File: src/hdl/sse_pkg.sv
package sse_pkg;

  // Operation codes of an input item
  localparam logic [1:0] OP_FEED   = 2'd0;
  localparam logic [1:0] OP_FINISH = 2'd1;
  localparam logic [1:0] OP_RESET  = 2'd2;

  // Result kinds
  localparam logic KIND_DATA  = 1'b0;
  localparam logic KIND_EVENT = 1'b1;

  // Stream characters
  localparam logic [7:0] CH_LF    = 8'h0A;
  localparam logic [7:0] CH_CR    = 8'h0D;
  localparam logic [7:0] CH_COLON = 8'h3A;
  localparam logic [7:0] CH_SPACE = 8'h20;

  // Event name storage
  localparam int EVENT_NAME_BYTES = 8;
  localparam int NAME_IDX_W = (EVENT_NAME_BYTES > 1) ? $clog2(EVENT_NAME_BYTES) : 1;

  // Queue between front and back
  localparam int QUEUE_DEPTH = 4;
  localparam int QUEUE_AW    = $clog2(QUEUE_DEPTH);
  localparam int QUEUE_CW    = $clog2(QUEUE_DEPTH + 1);

  // One queue record: the results one item causes, payload byte first
  typedef struct packed {
    logic        has_payload;
    logic [7:0]  payload_byte;
    logic        has_summary;
    logic [31:0] data_length;
    logic [63:0] event_name;
    logic [3:0]  event_name_length;
    logic        name_truncated;
  } queue_entry_t;

  typedef struct packed {
    logic full;
    logic empty;
  } queue_status_t;

endpackage

File: src/hdl/sse_front.sv
module sse_front (
  input  logic                 clk,
  input  logic                 rst,
  input  logic                 in_valid,
  output logic                 in_stall,
  input  logic [1:0]           operation,
  input  logic [7:0]           in_byte,
  input  sse_pkg::queue_status_t q_status,
  output logic                 q_push,
  output sse_pkg::queue_entry_t  q_entry
);

  typedef enum logic [1:0] {
    PH_START  = 2'd0,
    PH_NAME   = 2'd1,
    PH_VSTART = 2'd2,
    PH_VREST  = 2'd3
  } line_phase_t;

  typedef enum logic [1:0] {
    LK_IGNORE = 2'd0,
    LK_EVENT  = 2'd1,
    LK_DATA   = 2'd2
  } line_kind_t;

  line_phase_t line_phase, line_phase_next;
  line_kind_t  line_kind, line_kind_next;
  logic [2:0]  name_position, name_position_next;
  logic        matches_event, matches_event_next;
  logic        matches_data, matches_data_next;
  logic        previous_was_cr, previous_was_cr_next;
  logic        seen_data, seen_data_next;
  logic [63:0] name_store, name_store_next;
  logic [3:0]  name_count, name_count_next;
  logic        name_overflow, name_overflow_next;
  logic [31:0] byte_total, byte_total_next;

  logic fire;
  logic do_field_char, do_field_colon, do_value, do_line_end, do_dispatch;
  logic emit_payload, emit_summary;
  logic [7:0] payload_sel;
  sse_pkg::queue_entry_t entry;

  function automatic logic event_char_ok(input logic [2:0] pos, input logic [7:0] c);
    logic ok;
    ok = 1'b0;
    case (pos)
      3'd0: ok = (c == 8'h65);
      3'd1: ok = (c == 8'h76);
      3'd2: ok = (c == 8'h65);
      3'd3: ok = (c == 8'h6E);
      3'd4: ok = (c == 8'h74);
      default: ok = 1'b0;
    endcase
    return ok;
  endfunction

  function automatic logic data_char_ok(input logic [2:0] pos, input logic [7:0] c);
    logic ok;
    ok = 1'b0;
    case (pos)
      3'd0: ok = (c == 8'h64);
      3'd1: ok = (c == 8'h61);
      3'd2: ok = (c == 8'h74);
      3'd3: ok = (c == 8'h61);
      default: ok = 1'b0;
    endcase
    return ok;
  endfunction

  assign in_stall = q_status.full;
  assign fire     = in_valid && !in_stall;

  always_comb begin
    line_phase_next      = line_phase;
    line_kind_next       = line_kind;
    name_position_next   = name_position;
    matches_event_next   = matches_event;
    matches_data_next    = matches_data;
    previous_was_cr_next = previous_was_cr;
    seen_data_next       = seen_data;
    name_store_next      = name_store;
    name_count_next      = name_count;
    name_overflow_next   = name_overflow;
    byte_total_next      = byte_total;
    do_field_char  = 1'b0;
    do_field_colon = 1'b0;
    do_value       = 1'b0;
    do_line_end    = 1'b0;
    do_dispatch    = 1'b0;
    emit_payload   = 1'b0;
    emit_summary   = 1'b0;
    payload_sel    = '0;
    entry          = '0;

    // classify the item
    if (fire) begin
      unique case (operation)
        sse_pkg::OP_FEED: begin
          previous_was_cr_next = 1'b0;
          if (!(previous_was_cr && in_byte == sse_pkg::CH_LF)) begin
            if (in_byte == sse_pkg::CH_LF || in_byte == sse_pkg::CH_CR) begin
              if (line_phase == PH_START) begin
                do_dispatch = 1'b1;
              end else begin
                do_line_end = 1'b1;
              end
              previous_was_cr_next = (in_byte == sse_pkg::CH_CR);
            end else begin
              case (line_phase)
                PH_START: begin
                  if (in_byte == sse_pkg::CH_COLON) begin
                    line_kind_next  = LK_IGNORE;
                    line_phase_next = PH_VREST;
                  end else begin
                    line_phase_next = PH_NAME;
                    do_field_char   = 1'b1;
                  end
                end
                PH_NAME: begin
                  if (in_byte == sse_pkg::CH_COLON) begin
                    do_field_colon = 1'b1;
                  end else begin
                    do_field_char = 1'b1;
                  end
                end
                PH_VSTART: begin
                  line_phase_next = PH_VREST;
                  do_value        = (in_byte != sse_pkg::CH_SPACE);
                end
                default: begin
                  do_value = 1'b1;
                end
              endcase
            end
          end
        end
        sse_pkg::OP_FINISH: begin
          do_line_end = (line_phase != PH_START);
          do_dispatch = 1'b1;
        end
        sse_pkg::OP_RESET: begin
          line_phase_next      = PH_START;
          line_kind_next       = LK_IGNORE;
          name_position_next   = '0;
          matches_event_next   = 1'b1;
          matches_data_next    = 1'b1;
          previous_was_cr_next = 1'b0;
          seen_data_next       = 1'b0;
          name_store_next      = '0;
          name_count_next      = '0;
          name_overflow_next   = 1'b0;
          byte_total_next      = '0;
        end
        default: begin
        end
      endcase
    end

    // carry out the actions in the order the stream defines
    if (do_field_char) begin
      if (!event_char_ok(name_position, in_byte)) matches_event_next = 1'b0;
      if (!data_char_ok(name_position, in_byte)) matches_data_next = 1'b0;
      if (name_position != 3'd7) name_position_next = name_position + 3'd1;
    end

    if (do_field_colon) begin
      if (matches_event && name_position == 3'd5) begin
        line_kind_next     = LK_EVENT;
        name_store_next    = '0;
        name_count_next    = '0;
        name_overflow_next = 1'b0;
        line_phase_next    = PH_VSTART;
      end else if (matches_data && name_position == 3'd4) begin
        line_kind_next = LK_DATA;
        if (seen_data_next) begin
          emit_payload = 1'b1;
          payload_sel  = sse_pkg::CH_LF;
          if (byte_total_next != '1) byte_total_next = byte_total_next + 32'd1;
        end
        seen_data_next  = 1'b1;
        line_phase_next = PH_VSTART;
      end else begin
        line_kind_next  = LK_IGNORE;
        line_phase_next = PH_VREST;
      end
    end

    if (do_value) begin
      if (line_kind == LK_DATA) begin
        emit_payload = 1'b1;
        payload_sel  = in_byte;
        if (byte_total_next != '1) byte_total_next = byte_total_next + 32'd1;
      end else if (line_kind == LK_EVENT) begin
        if (name_count < 4'(sse_pkg::EVENT_NAME_BYTES)) begin
          name_store_next[8 * name_count[sse_pkg::NAME_IDX_W-1:0] +: 8] = in_byte;
          name_count_next = name_count + 4'd1;
        end else begin
          name_overflow_next = 1'b1;
        end
      end
    end

    if (do_line_end) begin
      if (line_phase == PH_NAME) begin
        if (matches_event && name_position == 3'd5) begin
          name_store_next    = '0;
          name_count_next    = '0;
          name_overflow_next = 1'b0;
        end else if (matches_data && name_position == 3'd4) begin
          if (seen_data_next) begin
            emit_payload = 1'b1;
            payload_sel  = sse_pkg::CH_LF;
            if (byte_total_next != '1) byte_total_next = byte_total_next + 32'd1;
          end
          seen_data_next = 1'b1;
        end
      end
      line_phase_next    = PH_START;
      name_position_next = '0;
      matches_event_next = 1'b1;
      matches_data_next  = 1'b1;
      line_kind_next     = LK_IGNORE;
    end

    if (do_dispatch) begin
      emit_summary            = seen_data_next;
      entry.data_length       = byte_total_next;
      entry.event_name        = name_store_next;
      entry.event_name_length = name_count_next;
      entry.name_truncated    = name_overflow_next;
      name_store_next    = '0;
      name_count_next    = '0;
      name_overflow_next = 1'b0;
      byte_total_next    = '0;
      seen_data_next     = 1'b0;
    end

    entry.has_payload  = emit_payload;
    entry.payload_byte = payload_sel;
    entry.has_summary  = emit_summary;
  end

  assign q_push  = fire && (emit_payload || emit_summary);
  assign q_entry = entry;

  always_ff @(posedge clk) begin
    if (rst) begin
      line_phase      <= PH_START;
      line_kind       <= LK_IGNORE;
      name_position   <= '0;
      matches_event   <= 1'b1;
      matches_data    <= 1'b1;
      previous_was_cr <= 1'b0;
      seen_data       <= 1'b0;
      name_store      <= '0;
      name_count      <= '0;
      name_overflow   <= 1'b0;
      byte_total      <= '0;
    end else begin
      line_phase      <= line_phase_next;
      line_kind       <= line_kind_next;
      name_position   <= name_position_next;
      matches_event   <= matches_event_next;
      matches_data    <= matches_data_next;
      previous_was_cr <= previous_was_cr_next;
      seen_data       <= seen_data_next;
      name_store      <= name_store_next;
      name_count      <= name_count_next;
      name_overflow   <= name_overflow_next;
      byte_total      <= byte_total_next;
    end
  end

`ifndef SYNTHESIS
  a_name_count_bound: assert property (@(posedge clk) disable iff (rst)
    name_count <= 4'(sse_pkg::EVENT_NAME_BYTES))
    else $error("event name count beyond storage");

  a_overflow_full: assert property (@(posedge clk) disable iff (rst)
    name_overflow |-> name_count == 4'(sse_pkg::EVENT_NAME_BYTES))
    else $error("name overflow flagged with storage not full");
`endif

endmodule

File: src/hdl/sse_fifo.sv
module sse_fifo (
  input  logic                   clk,
  input  logic                   rst,
  input  logic                   push,
  input  sse_pkg::queue_entry_t  push_data,
  input  logic                   pop,
  output sse_pkg::queue_entry_t  pop_data,
  output sse_pkg::queue_status_t status
);

  sse_pkg::queue_entry_t entries [sse_pkg::QUEUE_DEPTH];
  logic [sse_pkg::QUEUE_AW-1:0] wr_ptr;
  logic [sse_pkg::QUEUE_AW-1:0] rd_ptr;
  logic [sse_pkg::QUEUE_CW-1:0] count;

  assign pop_data     = entries[rd_ptr];
  assign status.full  = (count == sse_pkg::QUEUE_CW'(sse_pkg::QUEUE_DEPTH));
  assign status.empty = (count == '0);

  always_ff @(posedge clk) begin
    if (push) begin
      entries[wr_ptr] <= push_data;
    end
  end

  always_ff @(posedge clk) begin
    if (rst) begin
      wr_ptr <= '0;
      rd_ptr <= '0;
      count  <= '0;
    end else begin
      if (push) wr_ptr <= wr_ptr + sse_pkg::QUEUE_AW'(1);
      if (pop) rd_ptr <= rd_ptr + sse_pkg::QUEUE_AW'(1);
      if (push && !pop) begin
        count <= count + sse_pkg::QUEUE_CW'(1);
      end else if (pop && !push) begin
        count <= count - sse_pkg::QUEUE_CW'(1);
      end
    end
  end

`ifndef SYNTHESIS
  a_no_push_full: assert property (@(posedge clk) disable iff (rst)
    push |-> !status.full)
    else $error("queue written while full");

  a_no_pop_empty: assert property (@(posedge clk) disable iff (rst)
    pop |-> !status.empty)
    else $error("queue read while empty");
`endif

endmodule

File: src/hdl/sse_back.sv
module sse_back (
  input  logic                   clk,
  input  logic                   rst,
  input  sse_pkg::queue_entry_t  q_entry,
  input  sse_pkg::queue_status_t q_status,
  output logic                   q_pop,
  output logic                   out_valid,
  input  logic                   out_stall,
  output logic                   kind,
  output logic [7:0]             payload_byte,
  output logic [31:0]            data_length,
  output logic [63:0]            event_name,
  output logic [3:0]             event_name_length,
  output logic                   name_truncated,
  output logic                   last
);

  logic load;
  logic take_payload;
  logic second;

  assign load         = !out_valid || !out_stall;
  assign take_payload = q_entry.has_payload && !second;

  always_comb begin
    q_pop = 1'b0;
    if (load && !q_status.empty) begin
      q_pop = take_payload ? !q_entry.has_summary : 1'b1;
    end
  end

  always_ff @(posedge clk) begin
    if (rst) begin
      out_valid <= 1'b0;
      second    <= 1'b0;
    end else if (load) begin
      if (!q_status.empty) begin
        out_valid <= 1'b1;
        if (take_payload) begin
          kind              <= sse_pkg::KIND_DATA;
          payload_byte      <= q_entry.payload_byte;
          data_length       <= '0;
          event_name        <= '0;
          event_name_length <= '0;
          name_truncated    <= 1'b0;
          last              <= !q_entry.has_summary;
          second            <= q_entry.has_summary;
        end else begin
          kind              <= sse_pkg::KIND_EVENT;
          payload_byte      <= '0;
          data_length       <= q_entry.data_length;
          event_name        <= q_entry.event_name;
          event_name_length <= q_entry.event_name_length;
          name_truncated    <= q_entry.name_truncated;
          last              <= 1'b1;
          second            <= 1'b0;
        end
      end else begin
        out_valid <= 1'b0;
      end
    end
  end

`ifndef SYNTHESIS
  a_second_has_summary: assert property (@(posedge clk) disable iff (rst)
    second |-> (!q_status.empty && q_entry.has_summary))
    else $error("summary pending without a queued summary");
`endif

endmodule

File: src/hdl/sse_event_stream_parser.sv
// A result is registered on its way out: the queue write at its item transfer edge,
// then the output register, which holds it while out_stall is high.
// Throughput: one item per cycle unless in_stall (queue full); a finish that yields
// a data newline and a summary gives two transfers; the 4-entry queue absorbs it.
// Reset (rst, synchronous): parser returns to line start with empty name and zero
// length, the queue empties and any result not yet transferred is dropped.
module sse_event_stream_parser (
  input  logic        clk,
  input  logic        rst,
  input  logic        in_valid,
  output logic        in_stall,
  input  logic [1:0]  operation,
  input  logic [7:0]  in_byte,
  output logic        out_valid,
  input  logic        out_stall,
  output logic        kind,
  output logic [7:0]  payload_byte,
  output logic [31:0] data_length,
  output logic [63:0] event_name,
  output logic [3:0]  event_name_length,
  output logic        name_truncated,
  output logic        last
);

  // Front to queue
  logic                   q_push;
  sse_pkg::queue_entry_t  q_in;
  // Queue to back
  logic                   q_pop;
  sse_pkg::queue_entry_t  q_head;
  sse_pkg::queue_status_t q_status;

  // Front: take a transfer, advance the line parser, record its results
  sse_front u_front (
    .clk       (clk),
    .rst       (rst),
    .in_valid  (in_valid),
    .in_stall  (in_stall),
    .operation (operation),
    .in_byte   (in_byte),
    .q_status  (q_status),
    .q_push    (q_push),
    .q_entry   (q_in)
  );

  // Queue: hold result records so each side can stall on its own
  sse_fifo u_fifo (
    .clk       (clk),
    .rst       (rst),
    .push      (q_push),
    .push_data (q_in),
    .pop       (q_pop),
    .pop_data  (q_head),
    .status    (q_status)
  );

  // Back: expand each record into one or two result transfers
  sse_back u_back (
    .clk               (clk),
    .rst               (rst),
    .q_entry           (q_head),
    .q_status          (q_status),
    .q_pop             (q_pop),
    .out_valid         (out_valid),
    .out_stall         (out_stall),
    .kind              (kind),
    .payload_byte      (payload_byte),
    .data_length       (data_length),
    .event_name        (event_name),
    .event_name_length (event_name_length),
    .name_truncated    (name_truncated),
    .last              (last)
  );

endmodule
File: config.mk
export PLATFORM = sky130hd
export DESIGN_NAME = sse_event_stream_parser
export DESIGN_NICKNAME = d
export VERILOG_FILES = /design/src/hdl/sse_pkg.sv /design/src/hdl/sse_front.sv /design/src/hdl/sse_fifo.sv /design/src/hdl/sse_back.sv /design/src/hdl/sse_event_stream_parser.sv
export SDC_FILE = /design/constraint.sdc
export NUM_CORES = 1
export LEC_CHECK = 0
export ABC_AREA = 1
export BUFFER_PORTS_ARGS = -buffer_cell sky130_fd_sc_hd__buf_4
export CAP_MARGIN = 20
export CORE_ASPECT_RATIO = 1.5
export CORE_MARGIN = 10
export CORE_UTILIZATION = 39
export CTS_CLUSTER_SIZE = 28
export DETAILED_ROUTE_END_ITERATION = 12
export MAX_ROUTING_LAYER = met4
export PLACE_DENSITY = 0.57
export SLEW_MARGIN = 20
export SYNTH_ARGS = -nofsm -noshare
export SYNTH_HDL_FRONTEND = slang
export SYNTH_SLANG_ARGS = --single-unit
File: constraint.sdc
create_clock -name clk -period 7.2 [get_ports clk]
set_input_delay 0.36 -clock clk [delete_from_list [all_inputs] [get_ports clk]]
set_output_delay 0.36 -clock clk [all_outputs]
set_load 0.005 [all_outputs]
==> summary.md <==
| Metric | Value |
|---|---|
| Gr usage total | 18.7% |
| Crit-path most repeated cell | sky130_fd_sc_hd__nand2_1 |
| R2R Setup Slk | 0.78 ns |
| Detailed-route wire length | 85100 um |
| Post-Syn Area per Cell | 9.58 um^2 |
| X dimension of the die | about 250 um |
| IR Drop Worst-Case VDD | 0.000206 V |
| Vias in the first global route | 22000 |
| CTS clock-pin slew for the worst setup and hold paths | 0.07 ns |
| Final worst clock skew | 0.0346 ns |
| Synthesized Nets | between 3000 and 4000 |
| Biggest area consumer among synthesized cells | sky130_fd_sc_hd__edfxtp_1 |
| Placement-stage worst setup slack | 0.763 ns |
| Startpoint of the worst hold path | operation[1] |
| Number of post-CTS setup repair buffers | 0 |
| CTS tree | done |
| WP depth | 33 |
| Number of maximum-capacitance violations | 0 |
| Worst-margin pin slew | 1.06 ns |
| Placer's final routability congestion estimate | approximately 0.95 |
| Endpoint of the most critical setup path | u_fifo.entries[1][90]$_DFFE_PP_ |
| Data required time of the critical path | 7.50 ns |
| Remaining routing DRC violations | 0 |
| Net switching fraction of the power | 30.4% |
| Final TNS setup | 0 ns |
| Worst setup SP type | register |
| Boundary pin count | 127 |
| Wire length per cell after detailed routing | 19.6 um |
| Setup Crit Path Kind | reg2reg |
| Initial Util | 39.5% |
| Setup violators final | 0 |
| Classification of the worst-slack hold path | in2reg |
| Clock tree root driver cell | sky130_fd_sc_hd__clkbuf_16 |
| RSZ-0062 raised after global routing | no |
| Placeable core region | 77700 um^2 |
| Final non-filler cell area | 34700 um^2 |
| Proportion of power drawn by the clock network | 33.0% |
| Signal arrival time at the worst endpoint | between 6 and 7 ns |
| Seq cells post-synth | 678 |
| Startpoint of the worst setup timing path | u_fifo.count[1]$_SDFFE_PP0P_ |
| Post-synth EDFFs | 555 |
| P per Cell Area | 298 nW/um^2 |
| Total grt overflow | 0 |
| Top-area cell type share of the netlist area | between 50 and 60% |
| Number of distinct library cell variants in the gate-level netlist after synthesis | 48 |
| Number of buffers and inverters on the critical path | 4 |
| Slowest cell on the critical path | sky130_fd_sc_hd__buf_4 |
| CTS Buffer Depth | 3 |
| Antenna Nets Post-Route | 0 |
| Die area | 90500 um^2 |
| Layout-stage area growth over the synthesis result | 13.1% |
| Initial DRC count | 1654 |
| Asr flop ratio synth | 0% |
| Number of search-and-repair iterations in the first detailed-routing pass | 5 |
| # fillers | between 7000 and 8000 |
| Final hold violation count | 0 |
| Number of H-tree levels | 3 |
| Total clock buffers created by CTS | 66 |
| Post-placement cell area | 32600 um^2 |
| P_int | 0.00719 W |
| Global-route wire length before repair | 129000 um |
| Status | finished, final reports clean |
| Worst relative slew slack | 29.0% |
| Cell area after technology mapping | 30700 um^2 |
| IO Port Bufs | 126 |
| Average via count per standard cell | between 5 and 6 |
| Count of final max-slew check failures | 0 |
| R2R Path Start | u_fifo.count[1]$_SDFFE_PP0P_ |
| Via Count | 22800 |
| DP HPWL | 57500 um |
| Minimum setup slack in the final design | between 0.7 and 0.8 ns |
| Minimum clock period | 6.42 ns |
| Nets@finish | 3309 |
| Synth warnings | 0 |
| Type of element capturing the critical path | register |
| Worst reg2reg endpoint | u_fifo.entries[1][90]$_DFFE_PP_ |
| Portion of the clock cycle consumed by the worst path in the final layout | 89.1% |
| CP top delay family | simple AND/OR/NAND/NOR gates |
| Post-Synthesis Cells | 3202 |
| Worst skew pair latency | 0.63 ns |
| Cell types occupying the most area after synthesis | sky130_fd_sc_hd__edfxtp_1 (54%), sky130_fd_sc_hd__dfxtp_1 (8.0%), sky130_fd_sc_hd__nor2_1 (7.4%), sky130_fd_sc_hd__nand2_1 (6.7%), sky130_fd_sc_hd__o21ai_0 (4.5%) |
| Hold Path Cell Cnt | 4 |
| Number of cells on the worst reg-to-reg path | 33 |
| Clock net sink count | 678 |
| Main flop type after synthesis | sky130_fd_sc_hd__edfxtp_1 |
| Leakage power | 12.4 nW |
| CP Max Fanout | 49 |
| FMAX | 0.156 GHz |
| Initial antenna violation count | 1 |
| Pin count of the biggest net entering global routing | approximately 90 |
| Switch Pwr | around 0.0031 W |
| Cell row count | 125 |
| Height of the chip | 363 um |
| Fraction of layout instances using a drive strength above 1 | 10.9% |
| Worst path max stage delay | roughly 0.48 ns |
| Sequential share of the synthesized area | between 60 and 70% |
| Combinational Power Share | between 20% and 30% |
| Sequential fraction of design power | 46.1% |
| Smallest hold slack | 0.123 ns |
## tightest hold or removal path, cell delays in order
cell                      delay (ns)
sky130_fd_sc_hd__buf_4          0.10
sky130_fd_sc_hd__nor2_2         0.07
sky130_fd_sc_hd__nand3_1        0.09
sky130_fd_sc_hd__a21oi_1        0.06
## cell usage in the layout (no fill, tap or decap), drive strengths merged, types with 2 or more instances in the layout
cell / instances
a22oi: 5
a221o: 3
dfxtp: 123
bufinv: 3
diode: 2
nand2: 576
edfxtp: 555
nand3: 162
buf: 157
nand4: 78
nor4: 4
a31oi: 2
o21bai: 7
o21ai: 284
clkinvlp: 4
a21oi: 49
a211oi: 4
clkbuf: 84
and3: 2
xor2: 12
o31ai: 5
o211ai: 25
nor3: 50
clkinv: 28
nand3b: 8
inv: 328
ha: 17
o22ai: 106
nor2: 639
## power groups by stage
stage | Sequential [W] | Combinational (W) | Clock (W)
6_report | 0.00476 | 0.00216 | 0.00341
5_1_grt | 0.00480 | 0.00244 | 0.00364
4_1_cts | 0.00477 | 0.00224 | 0.00349
3_5_place_dp | 0.00485 | 0.00223 | 0
3_3_place_gp | 0.00485 | 0.00221 | 0
2_1_floorplan | 0.00483 | 0.00132 | 0
## logic make-up after synthesis
kind of cell / share of synthesized area, %
compound gates: 8.98
fa+ha+maj: 0.759
xor+xnor: 0.416
simple gates: 21.2
buf+inv: 6.27
flops: 62.4
## layer usage
metal  vias to the layer above  wire [um]  global-route usage [%]  share of wire [%]
li1                      11000          -                       -                  -
met1                     11000      32100                    19.5                 38
met2                       556      46600                    35.0                 55
met3                       150       3280                    2.37                3.9
met4                         0       3120                    7.85                3.7
met5                         -          0                       -                  0
## cell usage after synthesis (9+ instances only)
cell / number
sky130_fd_sc_hd__edfxtp_1: 555
sky130_fd_sc_hd__nand4_1: 78
sky130_fd_sc_hd__nor2_1: 606
sky130_fd_sc_hd__nor2_4: 9
sky130_fd_sc_hd__o22ai_1: 106
sky130_fd_sc_hd__nand2_2: 22
sky130_fd_sc_hd__dfxtp_1: 123
sky130_fd_sc_hd__o211ai_1: 25
sky130_fd_sc_hd__clkbuf_1: 121
sky130_fd_sc_hd__nor3_1: 47
sky130_fd_sc_hd__buf_6: 14
sky130_fd_sc_hd__xor2_1: 9
sky130_fd_sc_hd__a21oi_1: 49
sky130_fd_sc_hd__buf_1: 12
sky130_fd_sc_hd__ha_1: 17
sky130_fd_sc_hd__o21ai_0: 277
sky130_fd_sc_hd__nor2_2: 23
sky130_fd_sc_hd__inv_1: 304
sky130_fd_sc_hd__nand3_1: 153
sky130_fd_sc_hd__nand2_1: 551
sky130_fd_sc_hd__inv_2: 21
## what timing repair did
item	4_1_cts	5_1_grt
hold buffers	1	0
setup endpoints to repair	0	0
resized for setup	0	0
hold endpoints to repair	3	0
## flip-flops by register name (all words and copies together), names as in the netlist, 2 cells and up, named ones only
register	cells
u_fifo.wr_ptr	2
u_fifo.count	3
u_fifo.entries	444
u_back.event_name	64
u_front.name_position	3
u_back.event_name_length	4
u_front.name_store	64
u_back.payload_byte	8
u_front.name_count	4
u_front.line_phase	2
u_front.line_kind	2
u_fifo.rd_ptr	2
u_back.data_length	32
u_front.byte_total	32
## cell type report
class	count	area (um^2)	area share (%)
sequential	678	19100	55.2
multi-input combinational	2044	9680	27.9
clock buffer	84	1840	5.32
tap	1016	1270	3.67
inverter	329	1240	3.59
timing repair buffer	158	1240	3.57
clock inverter	34	265	0.765
antenna	2	5.00	0.0144
## metrics by stage
| stage | instances | total power [W] | utilization [%] |
|---|---|---|---|
| final | 4345 | 0.0103 | 44.6 |
| after detailed placement | 4224 | 0.00708 | 41.9 |
| after global routing | 4344 | 0.0109 | 44.6 |
| after CTS | 4343 | 0.0105 | 44.6 |
| after global placement | 4224 | 0.00706 | 41.9 |
| after floorplan | 3202 | 0.00615 | - |
## worst min-delay path by stage
| stage | end | slack [ns] |
|---|---|---|
| after floorplan | u_front.previous_was_cr$_SDFFE_PP0P_ | 0.43 |
| after global placement | register | 0.44 |
| after detailed placement | register | 0.46 |
| after CTS | u_front.previous_was_cr$_SDFFE_PP0P_ | 0.09 |
| after global routing | u_back.out_valid$_SDFFE_PP0N_ | 0.16 |
| final | u_front.previous_was_cr$_SDFFE_PP0P_ | 0.12 |
No activity file was read; power rests on OpenSTA's default activity.
